$ cat config.mk
export PLATFORM = sky130hd
export DESIGN_NAME = sliding_log_rate_limiter
export DESIGN_NICKNAME = d
export VERILOG_FILES = /design/src/hdl/sllr_pkg.sv /design/src/hdl/sllr_ram.sv /design/src/hdl/sllr_ctrl.sv /design/src/hdl/sllr_datapath.sv /design/src/hdl/sliding_log_rate_limiter.sv
export SDC_FILE = /design/constraint.sdc
export NUM_CORES = 1
export LEC_CHECK = 0
export BUFFER_PORTS_ARGS = -buffer_cell sky130_fd_sc_hd__buf_2
export CORE_MARGIN = 2
export CORE_UTILIZATION = 35
export CTS_CLUSTER_DIAMETER = 100
export DETAILED_ROUTE_END_ITERATION = 16
export HOLD_SLACK_MARGIN = 0.05
export MAX_ROUTING_LAYER = met4
export PLACE_DENSITY_LB_ADDON = 0.1
export SLEW_MARGIN = 20
export SYNTH_ARGS = -nofsm -noshare
export SYNTH_HDL_FRONTEND = slang
export SYNTH_SLANG_ARGS = --single-unit
$ cat constraint.sdc
create_clock -name i_clk -period 7.6 [get_ports i_clk]
set_input_delay 0 -clock i_clk [delete_from_list [all_inputs] [get_ports i_clk]]
set_output_delay 0 -clock i_clk [all_outputs]
set_load 0.01 [all_outputs]
$ cat src/hdl/sllr_pkg.sv
`default_nettype none

package sllr_pkg;

    // Default depth of the timestamp log.
    localparam int DEF_LOG_DEPTH = 10;

    // Field widths.
    localparam int TIME_W  = 32;
    localparam int MAX_W   = 4;
    localparam int HELD_W  = 4;

    // Configuration port.
    localparam int CFG_IDX_W  = 2;
    localparam int CFG_DATA_W = 32;

    localparam logic [CFG_IDX_W-1:0] CFG_WINDOW_MS    = 2'd0;
    localparam logic [CFG_IDX_W-1:0] CFG_MAX_REQUESTS = 2'd1;

    localparam logic [TIME_W-1:0] WINDOW_RESET = 32'd1000;
    localparam logic [MAX_W-1:0]  MAX_RESET    = 4'd10;

    // Controller states, one-hot.
    typedef enum logic [3:0] {
        S_IDLE   = 4'b0001,
        S_FETCH  = 4'b0010,
        S_CHECK  = 4'b0100,
        S_DECIDE = 4'b1000
    } t_state;

    // Commands from the controller to the datapath.
    typedef struct packed {
        logic start;
        logic check;
        logic commit;
    } t_cmd;

    // Status from the datapath to the controller.
    typedef struct packed {
        logic log_empty;
        logic last_entry;
        logic out_free;
    } t_status;

endpackage

`default_nettype wire

$ cat src/hdl/sllr_ram.sv
`default_nettype none

module sllr_ram #(
    parameter int WIDTH = 32,
    parameter int DEPTH = 10,
    localparam int AW = (DEPTH > 1) ? $clog2(DEPTH) : 1
) (
    input  wire logic             i_clk,
    input  wire logic             i_wr_en,
    input  wire logic [AW-1:0]    i_wr_addr,
    input  wire logic [WIDTH-1:0] i_wr_data,
    input  wire logic [AW-1:0]    i_rd_addr,
    output logic      [WIDTH-1:0] o_rd_data
);

    logic [WIDTH-1:0] r_mem [DEPTH];
    logic [WIDTH-1:0] r_rd_data;

    always_ff @(posedge i_clk) begin
        if (i_wr_en) begin
            r_mem[i_wr_addr] <= i_wr_data;
        end
        r_rd_data <= r_mem[i_rd_addr];
    end

    assign o_rd_data = r_rd_data;

endmodule

`default_nettype wire

$ cat src/hdl/sllr_ctrl.sv
`default_nettype none

module sllr_ctrl (
    input  wire logic              i_clk,
    input  wire logic              i_rst_n,
    input  wire logic              i_in_valid,
    input  wire sllr_pkg::t_status i_status,
    output sllr_pkg::t_cmd         o_cmd,
    output logic                   o_in_stall
);

    import sllr_pkg::*;

    t_state r_state;
    t_state n_state;

    always_ff @(posedge i_clk) begin
        if (!i_rst_n) begin
            r_state <= S_IDLE;
        end else begin
            r_state <= n_state;
        end
    end

    always_comb begin
        n_state      = r_state;
        o_cmd.start  = 1'b0;
        o_cmd.check  = 1'b0;
        o_cmd.commit = 1'b0;
        case (r_state)
            S_IDLE: begin
                if (i_in_valid) begin
                    o_cmd.start = 1'b1;
                    n_state     = i_status.log_empty ? S_DECIDE : S_FETCH;
                end
            end
            S_FETCH: begin
                n_state = S_CHECK;
            end
            S_CHECK: begin
                o_cmd.check = 1'b1;
                n_state     = i_status.last_entry ? S_DECIDE : S_FETCH;
            end
            S_DECIDE: begin
                // Wait here until the result register can take the outcome.
                if (i_status.out_free) begin
                    o_cmd.commit = 1'b1;
                    n_state      = S_IDLE;
                end
            end
            default: begin
                n_state = S_IDLE;
            end
        endcase
    end

    assign o_in_stall = (r_state != S_IDLE);

endmodule

`default_nettype wire

$ cat src/hdl/sllr_datapath.sv
`default_nettype none

module sllr_datapath #(
    parameter int LOG_DEPTH = sllr_pkg::DEF_LOG_DEPTH
) (
    input  wire logic                           i_clk,
    input  wire logic                           i_rst_n,
    input  wire sllr_pkg::t_cmd                 i_cmd,
    output sllr_pkg::t_status                   o_status,
    input  wire logic [sllr_pkg::TIME_W-1:0]    i_now_ms,
    input  wire logic                           i_cfg_we,
    input  wire logic [sllr_pkg::CFG_IDX_W-1:0] i_cfg_index,
    input  wire logic [sllr_pkg::CFG_DATA_W-1:0] i_cfg_data,
    output logic                                o_out_valid,
    input  wire logic                           i_out_stall,
    output logic                                o_allowed,
    output logic [sllr_pkg::HELD_W-1:0]         o_entries_held
);

    import sllr_pkg::*;

    localparam int AW = (LOG_DEPTH > 1) ? $clog2(LOG_DEPTH) : 1;
    localparam int CW = $clog2(LOG_DEPTH + 1);
    localparam int LW = (CW > MAX_W) ? CW : MAX_W;

    logic [TIME_W-1:0] r_window;
    logic [MAX_W-1:0]  r_max;
    logic [CW-1:0]     r_count;
    logic              r_out_valid;

    logic [TIME_W-1:0] r_now;
    logic [CW-1:0]     r_rd_idx;
    logic [CW-1:0]     r_kept;
    logic              r_allowed;
    logic [HELD_W-1:0] r_entries;

    logic [TIME_W-1:0] rd_data;
    logic [TIME_W-1:0] age;
    logic              keep;
    logic [LW-1:0]     limit;
    logic [LW-1:0]     max_ext;
    logic [LW-1:0]     depth_ext;
    logic              room;
    logic [CW-1:0]     n_count;
    logic [LW-1:0]     count_ext;
    logic              wr_en;
    logic [AW-1:0]     wr_addr;
    logic [TIME_W-1:0] wr_data;

    // Wrapping age of the entry just read; it stays in the log while younger
    // than the window.
    assign age  = r_now - rd_data;
    assign keep = (age < r_window);

    assign max_ext   = LW'(r_max);
    assign depth_ext = LW'(LOG_DEPTH);
    assign limit     = (max_ext > depth_ext) ? depth_ext : max_ext;
    assign room      = (LW'(r_kept) < limit);
    assign n_count   = room ? CW'(r_kept + 1'b1) : r_kept;
    assign count_ext = LW'(n_count);

    always_comb begin
        wr_en   = 1'b0;
        wr_addr = r_kept[AW-1:0];
        wr_data = rd_data;
        if (i_cmd.commit) begin
            wr_en   = room;
            wr_data = r_now;
        end else if (i_cmd.check) begin
            wr_en = keep;
        end
    end

    sllr_ram #(
        .WIDTH (TIME_W),
        .DEPTH (LOG_DEPTH)
    ) u_log (
        .i_clk     (i_clk),
        .i_wr_en   (wr_en),
        .i_wr_addr (wr_addr),
        .i_wr_data (wr_data),
        .i_rd_addr (r_rd_idx[AW-1:0]),
        .o_rd_data (rd_data)
    );

    always_ff @(posedge i_clk) begin
        if (!i_rst_n) begin
            r_window    <= WINDOW_RESET;
            r_max       <= MAX_RESET;
            r_count     <= '0;
            r_out_valid <= 1'b0;
        end else begin
            if (i_cfg_we) begin
                case (i_cfg_index)
                    CFG_WINDOW_MS:    r_window <= i_cfg_data[TIME_W-1:0];
                    CFG_MAX_REQUESTS: r_max    <= i_cfg_data[MAX_W-1:0];
                    default: begin
                    end
                endcase
            end
            if (i_cmd.commit) begin
                r_count     <= n_count;
                r_out_valid <= 1'b1;
            end else if (!i_out_stall) begin
                r_out_valid <= 1'b0;
            end
        end
    end

    always_ff @(posedge i_clk) begin
        if (i_cmd.start) begin
            r_now    <= i_now_ms;
            r_rd_idx <= '0;
            r_kept   <= '0;
        end
        if (i_cmd.check) begin
            r_rd_idx <= CW'(r_rd_idx + 1'b1);
            if (keep) begin
                r_kept <= CW'(r_kept + 1'b1);
            end
        end
        if (i_cmd.commit) begin
            r_allowed <= room;
            r_entries <= count_ext[HELD_W-1:0];
        end
    end

    assign o_status.log_empty  = (r_count == '0);
    assign o_status.last_entry = (CW'(r_rd_idx + 1'b1) == r_count);
    assign o_status.out_free   = !r_out_valid || !i_out_stall;

    assign o_out_valid    = r_out_valid;
    assign o_allowed      = r_allowed;
    assign o_entries_held = r_entries;

endmodule

`default_nettype wire

$ cat src/hdl/sliding_log_rate_limiter.sv
// Sliding-window log rate limiter. Each input transfer carries one request
// stamped with a 32-bit wrapping millisecond time. The block keeps the times
// of accepted requests, oldest first, in a small RAM of LOG_DEPTH entries.
// For each request it walks the log one entry at a time, drops every entry
// whose wrapping age (now minus logged time) is not below window_ms and
// compacts the survivors in place, keeping their order. If the survivors
// number at least max_requests (clamped to LOG_DEPTH) the request is refused;
// otherwise its time is appended and it is allowed. Every request gives one
// output transfer with the verdict and the number of entries then held.
// For each request the controller takes the request, then, as the log RAM
// has one registered read port, reads each entry held (at most LOG_DEPTH)
// and then compares and writes it back as a separate step, and at the end
// decides, waiting while the output register is full. One request is worked
// on at a time; the input stalls from acceptance until the verdict is placed
// in the output register, and the next request is taken while that verdict
// still waits for the downstream side. Configuration writes (index 0 for
// window_ms, index 1 for max_requests, others ignored) take effect at once and
// should only be made while the block is idle. After reset the window is
// 1000 ms, the maximum is 10 and the log is empty; no clearing pass is needed.

`default_nettype none

module sliding_log_rate_limiter #(
    parameter int LOG_DEPTH = sllr_pkg::DEF_LOG_DEPTH
) (
    input  wire logic                            i_clk,
    input  wire logic                            i_rst_n,
    // Request channel.
    input  wire logic                            i_in_valid,
    output logic                                 o_in_stall,
    input  wire logic [sllr_pkg::TIME_W-1:0]     i_now_ms,
    // Verdict channel.
    output logic                                 o_out_valid,
    input  wire logic                            i_out_stall,
    output logic                                 o_allowed,
    output logic [sllr_pkg::HELD_W-1:0]          o_entries_held,
    // Configuration write port.
    input  wire logic                            i_cfg_we,
    input  wire logic [sllr_pkg::CFG_IDX_W-1:0]  i_cfg_index,
    input  wire logic [sllr_pkg::CFG_DATA_W-1:0] i_cfg_data
);

    import sllr_pkg::*;

    t_cmd    cmd;
    t_status status;

    // The controller sequences the walk over the log; it sees the request valid
    // and the status flags and drives the command strobes and the input stall.
    sllr_ctrl u_ctrl (
        .i_clk      (i_clk),
        .i_rst_n    (i_rst_n),
        .i_in_valid (i_in_valid),
        .i_status   (status),
        .o_cmd      (cmd),
        .o_in_stall (o_in_stall)
    );

    // The datapath holds the configuration, the log RAM, the scan pointers
    // and the output register.
    sllr_datapath #(
        .LOG_DEPTH (LOG_DEPTH)
    ) u_datapath (
        .i_clk          (i_clk),
        .i_rst_n        (i_rst_n),
        .i_cmd          (cmd),
        .o_status       (status),
        .i_now_ms       (i_now_ms),
        .i_cfg_we       (i_cfg_we),
        .i_cfg_index    (i_cfg_index),
        .i_cfg_data     (i_cfg_data),
        .o_out_valid    (o_out_valid),
        .i_out_stall    (i_out_stall),
        .o_allowed      (o_allowed),
        .o_entries_held (o_entries_held)
    );

endmodule

`default_nettype wire
==> metrics.csv, run 1 <==
metric;value;unit
Syn Nets;1533;
Clock Latency Late Sink;0.59;ns
Tot GR Track Use;0.177;
CTS max path bufs;3;
CTS buffer count;49;
Tcrit/Tclk final;0.806;
post-synthesis cell type count;66;
sequential share of the synthesized area;0.642;
Mapped Area;19400;sq um
post-synthesis register bit count;442;
CTS tree;built;
Starting Density;0.353;
status;complete, no violations;
via count;12000;
Clock Skews;0.0299;ns
layout cells sized above 1;0.164;
DIE AREA;57300;sq um
post-route minimum period;6.13;ns
Iter 0 DRT Violations;907;
GPL Wtd Cong;0.824;
Worst Setup Start Kind;register;
Worst Tran Pin Value;1.12;ns
Power Density;250;nW/um^2
Buffers on Ports;77;
largest net degree at the start of global routing;85;
DRT Pass-1 Iters;4;
Max Slew Vio Count;0;
average vias per placed instance;4.97;
antenna violations before repair;4;
RR Startpoint;u_datapath.r_now[8]$_DFFE_PP_;
Clock transition at path regs;0.06;ns
Fin. Hold Viols;0;
placed instance count;2184;
max-cap viol count;0;
Post-Syn Instances;1391;
Arr. time, crit path;6.39;ns
Layout area overhead;22.6;%
fmax;163;MHz
VDD IR max;156;uV
Async SR Flop Fraction;0;
syn avg cell area;13.9;sq um
post_cts resized;0;
dpl hpwl;32400;um
Crit Path Class;reg -> reg;
CP max FO;32;
Hold Path Class;in -> reg;
CTS Sinks;442;
Site Rows;86;
number of diodes;0;
CP Data Required Time;7.86;ns
Post-synth EDFFs;361;
vias in the first global route;12100;
Synth warnings;0;
RSZ-0062 raised after global routing;no;
io pins;78;
Post-Route WL;48500;um
Worst setup EP type;register;
hold path start;i_now_ms[25];
Post-CTS Repair Setup Buffers;0;
total grt overflow;0;
Final nets;1765;
first-pass GRT wire length;73900;um
setup tns final;0;ns
Die Y-Extent;239;um
Top FF cell, synth;edfxtp_1;
Leak;8.32;nW
Routed WL per cell;20.1;um
Root Driver;clkbuf_16;
relative slew slack;0.243;
number of remaining DRC errors;0;
Setup-failing EPs final;0;
H-tree depth;2;
Setup crit start;u_datapath.r_now[8]$_DFFE_PP_;
core area;55000;sq um
post-route non-filler standard cell count;2409;
antenna-violating nets left;0;
die width;239;um
Post-CTS Hold Fix Bufs;136;
[registers in the layout, indices dropped and copies added, names as in the netlist]
register                    cells
u_datapath.u_log.o_rd_data     32
u_datapath.o_entries_held       4
u_datapath.u_log.r_mem        320
u_datapath.r_now               32
u_datapath.r_window            32
u_datapath.max_ext              4
u_ctrl.r_state                  4
u_datapath.r_kept               4
u_datapath.o_allowed            1
u_datapath.r_count              4
u_datapath.r_rd_idx             4
u_datapath.o_out_valid          1
[metrics by stage]
| stage | hold WS (ns) | total power, mW | cell area, sq um | worst slack (ns) | utilization |
|---|---|---|---|---|---|
| 2_1_floorplan | 0.0989 | 3.37 | 19400 | 1.81 | - |
| 3_3_place_gp | 0.177 | 3.66 | 20900 | 1.60 | 0.379 |
| 3_5_place_dp | 0.178 | 3.67 | 20900 | 1.41 | 0.380 |
| 4_1_cts | 0.0764 | 6.03 | 23800 | 1.37 | 0.432 |
| 5_1_grt | 0.0974 | 6.22 | 23800 | 1.08 | 0.432 |
| 6_report | 0.125 | 5.95 | 23800 | 1.47 | 0.432 |
[synth_stat cells (15+ instances only)]
library cell	number	area [sq um]
a21oi_1	83	415
a211oi_1	42	315
edfxtp_1	361	10800
nand2_1	146	548
nor2_1	34	128
inv_1	80	300
xnor2_1	25	219
nor2b_1	39	244
o21ai_0	58	290
dfxtp_1	81	1620
mux4_2	64	1440
a21boi_0	28	210
ha_1	70	876
clkbuf_1	57	214
nand3_1	15	75.1
mux2i_1	37	370
[cell families after synthesis]
| kind of cell | Yosys count | synth area share |
|---|---|---|
| compound gates | 288 | 0.0970 |
| xor+xnor | 37 | 0.0167 |
| fa+ha+maj | 71 | 0.0462 |
| buf+inv | 151 | 0.0299 |
| flops | 442 | 0.642 |
| mux | 104 | 0.0951 |
| simple gates | 298 | 0.0726 |
[cells in the final DEF (no fill, tap or decap), drive strengths merged, types with 13 or more instances in the layout]
| cell | n |
|---|---|
| a211oi | 44 |
| xnor2 | 25 |
| buf | 116 |
| inv | 83 |
| mux2i | 37 |
| nor2 | 34 |
| a21boi | 28 |
| a21oi | 84 |
| ha | 70 |
| clkbuf | 72 |
| nor2b | 39 |
| o21ai | 58 |
| a21o | 13 |
| nand3 | 15 |
| dlygate4sd3 | 136 |
| mux4 | 64 |
| nor3 | 13 |
| nand2 | 146 |
| edfxtp | 361 |
| dfxtp | 81 |
[path summary, 6_finish.rpt]
path	to	slack, ns	depth (start not counted)
max	u_datapath.u_log.r_mem[2][0]$_DFFE_PP_	1.47	16
max reg2reg	u_datapath.u_log.r_mem[2][0]$_DFFE_PP_	1.47	16
min reg2reg	u_ctrl.r_state[2]$_SDFFE_PN0P_	0.50	2
min	u_datapath.r_now[25]$_DFFE_PP_	0.12	2
[layout make-up]
type / count / area [sq um]
clock buffer: 72 / 1370
clock inverter: 17 / 169
fill: 5008 / 31200
inverter: 80 / 300
multi-input combinational: 798 / 6470
sequential: 442 / 12500
tap: 748 / 936
timing repair buffer: 252 / 2070
[critical path, stage by stage, from the launching register on]
cell	delay (ns)
edfxtp_1	0.40
ha_1	0.45
nand4_1	0.16
a211oi_1	0.35
o311ai_0	0.29
a311oi_1	0.78
a31oi_1	0.20
xnor2_1	0.17
ha_1	0.31
nand3_1	0.14
or3_1	0.44
or3_1	0.41
o41a_1	0.15
a21oi_2	0.77
buf_4	0.34
a2111oi_4	0.09
buf_4	0.32
[routing by layer]
metal / routed length [um] / GRT usage
met5: 0 / -
met4: 934 / 0.0415
met3: 1790 / 0.0269
met2: 20600 / 0.253
met1: 25200 / 0.264
[report_power, final]
group	internal (mW)	switching (mW)
clock network	1.34	0.942
registers	2.72	0.0324
logic	0.368	0.544
Power figures use the tool's default switching activity.
==> run 2: changes to the inputs <==
==> constraint.sdc (replaced) <==
create_clock -name i_clk -period 5.1 [get_ports i_clk]
set_input_delay 0 -clock i_clk [delete_from_list [all_inputs] [get_ports i_clk]]
set_output_delay 0 -clock i_clk [all_outputs]
set_load 0.01 [all_outputs]
==> run 2 against run 1 <==
  * Total power up 49%
  * Clock skew down 0.017 ns
  * Wire length up 9.3%
  * First-iteration DRC count down 27%
  * Combinational power up 56%
  * Non-clock buffer count up 35
  * Hold slack worse by 0.0045 ns
  * Sequential power up 49%
  * Worst setup slack worse by 1.3 ns
  * Register-to-register slack worse by 1.3 ns
  * Via count up 3.1%
  * Sequential share of layout area down 0.93 points
==> metrics.csv, run 2 (same netlist as run 1, synthesis figures left out) <==
metric;value;unit
status;complete, no violations;
Worst setup EP type;register;
CTS Sinks;442;
Arr. time, crit path;5.28;ns
Hold Path Class;in -> reg;
post-route minimum period;4.94;ns
fmax;202;MHz
Clock Skews;0.0131;ns
most common cell after layout, fill and taps aside;edfxtp_1;
Tcrit/Tclk final;0.969;
placed instance count;2209;
CP Data Required Time;5.44;ns
Max stage delay on crit path;0.44;ns
first-pass GRT wire length;78600;um
io pins;78;
DRT Pass-1 Iters;5;
number of diodes;0;
Max Slew Vio Count;0;
Setup-failing EPs final;0;
CTS buffer count;49;
Final nets;1800;
Fin. Hold Viols;0;
via count;12300;
vias in the first global route;12500;
Clock transition at path regs;0.06;ns
GPL Wtd Cong;0.824;
Starting Density;0.353;
Worst Tran Pin Value;1.08;ns
CTS tree;built;
number of remaining DRC errors;0;
VDD IR max;251;uV
relative slew slack;0.276;
Top reg by flops;u_datapath.u_log.r_mem;
Tot GR Track Use;0.190;
antenna-violating nets left;0;
Site Rows;86;
Iter 0 DRT Violations;658;
Critical Path Slowest Stage Cell;a211o_4;
max-cap viol count;0;
fillcell total;5008;
layout cells sized above 1;0.190;
Leak;8.51;nW
Largest register FFs;320;
Worst Setup Start Kind;register;
Clock Latency Late Sink;0.60;ns
post-route non-filler standard cell count;2444;
Root Driver;clkbuf_16;
CTS max path bufs;3;
Crit Path Class;reg -> reg;
Routed WL per cell;21.7;um
CP max FO;19;
Die Y-Extent;239;um
H-tree depth;2;
Power Density;367;nW/um^2
die width;239;um
dpl hpwl;35500;um
average vias per placed instance;5.05;
Post-Route WL;53100;um
total grt overflow;0;
critical path, cell by cell;ha_1, and4_2, nand4_1, nand3b_1, a211o_4, a2111oi_2, nor3_1, ha_1, nand3_2, or3_4, or3_1, o41a_1, a21oi_2, buf_12, buf_4, a2111oi_4, buf_4, buf_12;
core area;55000;sq um
Reg area;12500;sq um
DIE AREA;57300;sq um
largest net degree at the start of global routing;67;
final worst slack;0.159;ns
area of the multi-input gates;6540;sq um
most frequent cells in the layout;edfxtp_1 (361), nand2_1 (146), dlygate4sd3_1 (134);
antenna violations before repair;4;
Layout area overhead;24.8;%
Post-Place Worst Slack;0.0956;ns
Buffers on Ports;77;
[run 2: cell types whose count changed in the layout (fill, tap and decap cells not counted), moves of 2 or more]
cell,previous run,this run
a211oi_1,42,40
buf_12,1,9
buf_4,37,60
buf_6,0,6
clkbuf_1,17,9
clkbuf_8,5,1
clkinv_1,5,13
clkinv_16,0,2
clkinv_2,4,10
dlygate4sd3_1,136,134
ha_1,70,67
ha_2,0,3
o21ai_0,47,43
o21ai_1,11,14
[run 2: layer usage]
metal / wire, um / up-vias / GRT usage
li1: - / 5809 / -
met1: 26100 / 6192 / 0.270
met2: 24000 / 281 / 0.291
met3: 1950 / 63 / 0.0234
met4: 1030 / 0 / 0.0496
met5: 0 / - / -
[run 2: path summary, 6_finish.rpt]
check | cells after the start | from | end | slack (ns)
worst max-delay path | 18 | u_datapath.r_now[14]$_DFFE_PP_ | u_datapath.u_log.r_mem[8][5]$_DFFE_PP_ | 0.16
worst min-delay path | 2 | i_now_ms[23] | u_datapath.r_now[23]$_DFFE_PP_ | 0.12
worst max register to register | 18 | u_datapath.r_now[14]$_DFFE_PP_ | u_datapath.u_log.r_mem[8][5]$_DFFE_PP_ | 0.16
worst min register to register | 2 | u_datapath.r_window[2]$_SDFFE_PN0P_ | u_datapath.r_window[2]$_SDFFE_PN0P_ | 0.48
[run 2: area by class of cell]
| cell class | instances | share of cell area |
|---|---|---|
| repair buffers | 287 | 0.101 |
| inverters | 80 | 0.0124 |
| flip-flops and latches | 442 | 0.515 |
| clock buffers | 59 | 0.0526 |
| well taps | 748 | 0.0387 |
| clock inverters | 30 | 0.0101 |
| multi-input cells | 798 | 0.270 |
[run 2: metrics by stage]
step	utilization	total power [mW]	setup TNS, ns	cell area [sq um]	hold slack (ns)
2_1_floorplan	-	5.02	-43.89	19400	0.0989
3_3_place_gp	0.384	5.51	0	21100	0.178
3_5_place_dp	0.384	5.52	0	21100	0.178
4_1_cts	0.436	8.97	0	24000	0.0802
5_1_grt	0.440	9.28	-3.07	24200	0.0974
6_report	0.440	8.87	0	24200	0.120
[run 2: timing repair]
action                                  in CTS  in global routing
gates resized for setup                      0                 27
endpoints found under the hold margin       83                  0
endpoints found under the setup margin       0                320
setup buffers                                0                 10
hold buffers                               134                  0
[run 2: where the power goes]
part	total, mW	internal [mW]	leakage (nW)	switching, mW
logic	1.42	0.583	3.84	0.835
registers	4.10	4.05	3.93	0.0547
clock network	3.35	1.89	0.741	1.46
total	8.87	6.52	8.51	2.35
[run 2: worst max-delay path, delay by kind of cell, from the launching register on]
family,cells,cell delay (ns)
AND/OR/NAND/NOR,7,1.74
AO/OA/AOI/OAI,5,1.22
buffers and inverters,4,0.66
flip-flops,1,0.39
adder cells (fa/ha/maj),2,0.64
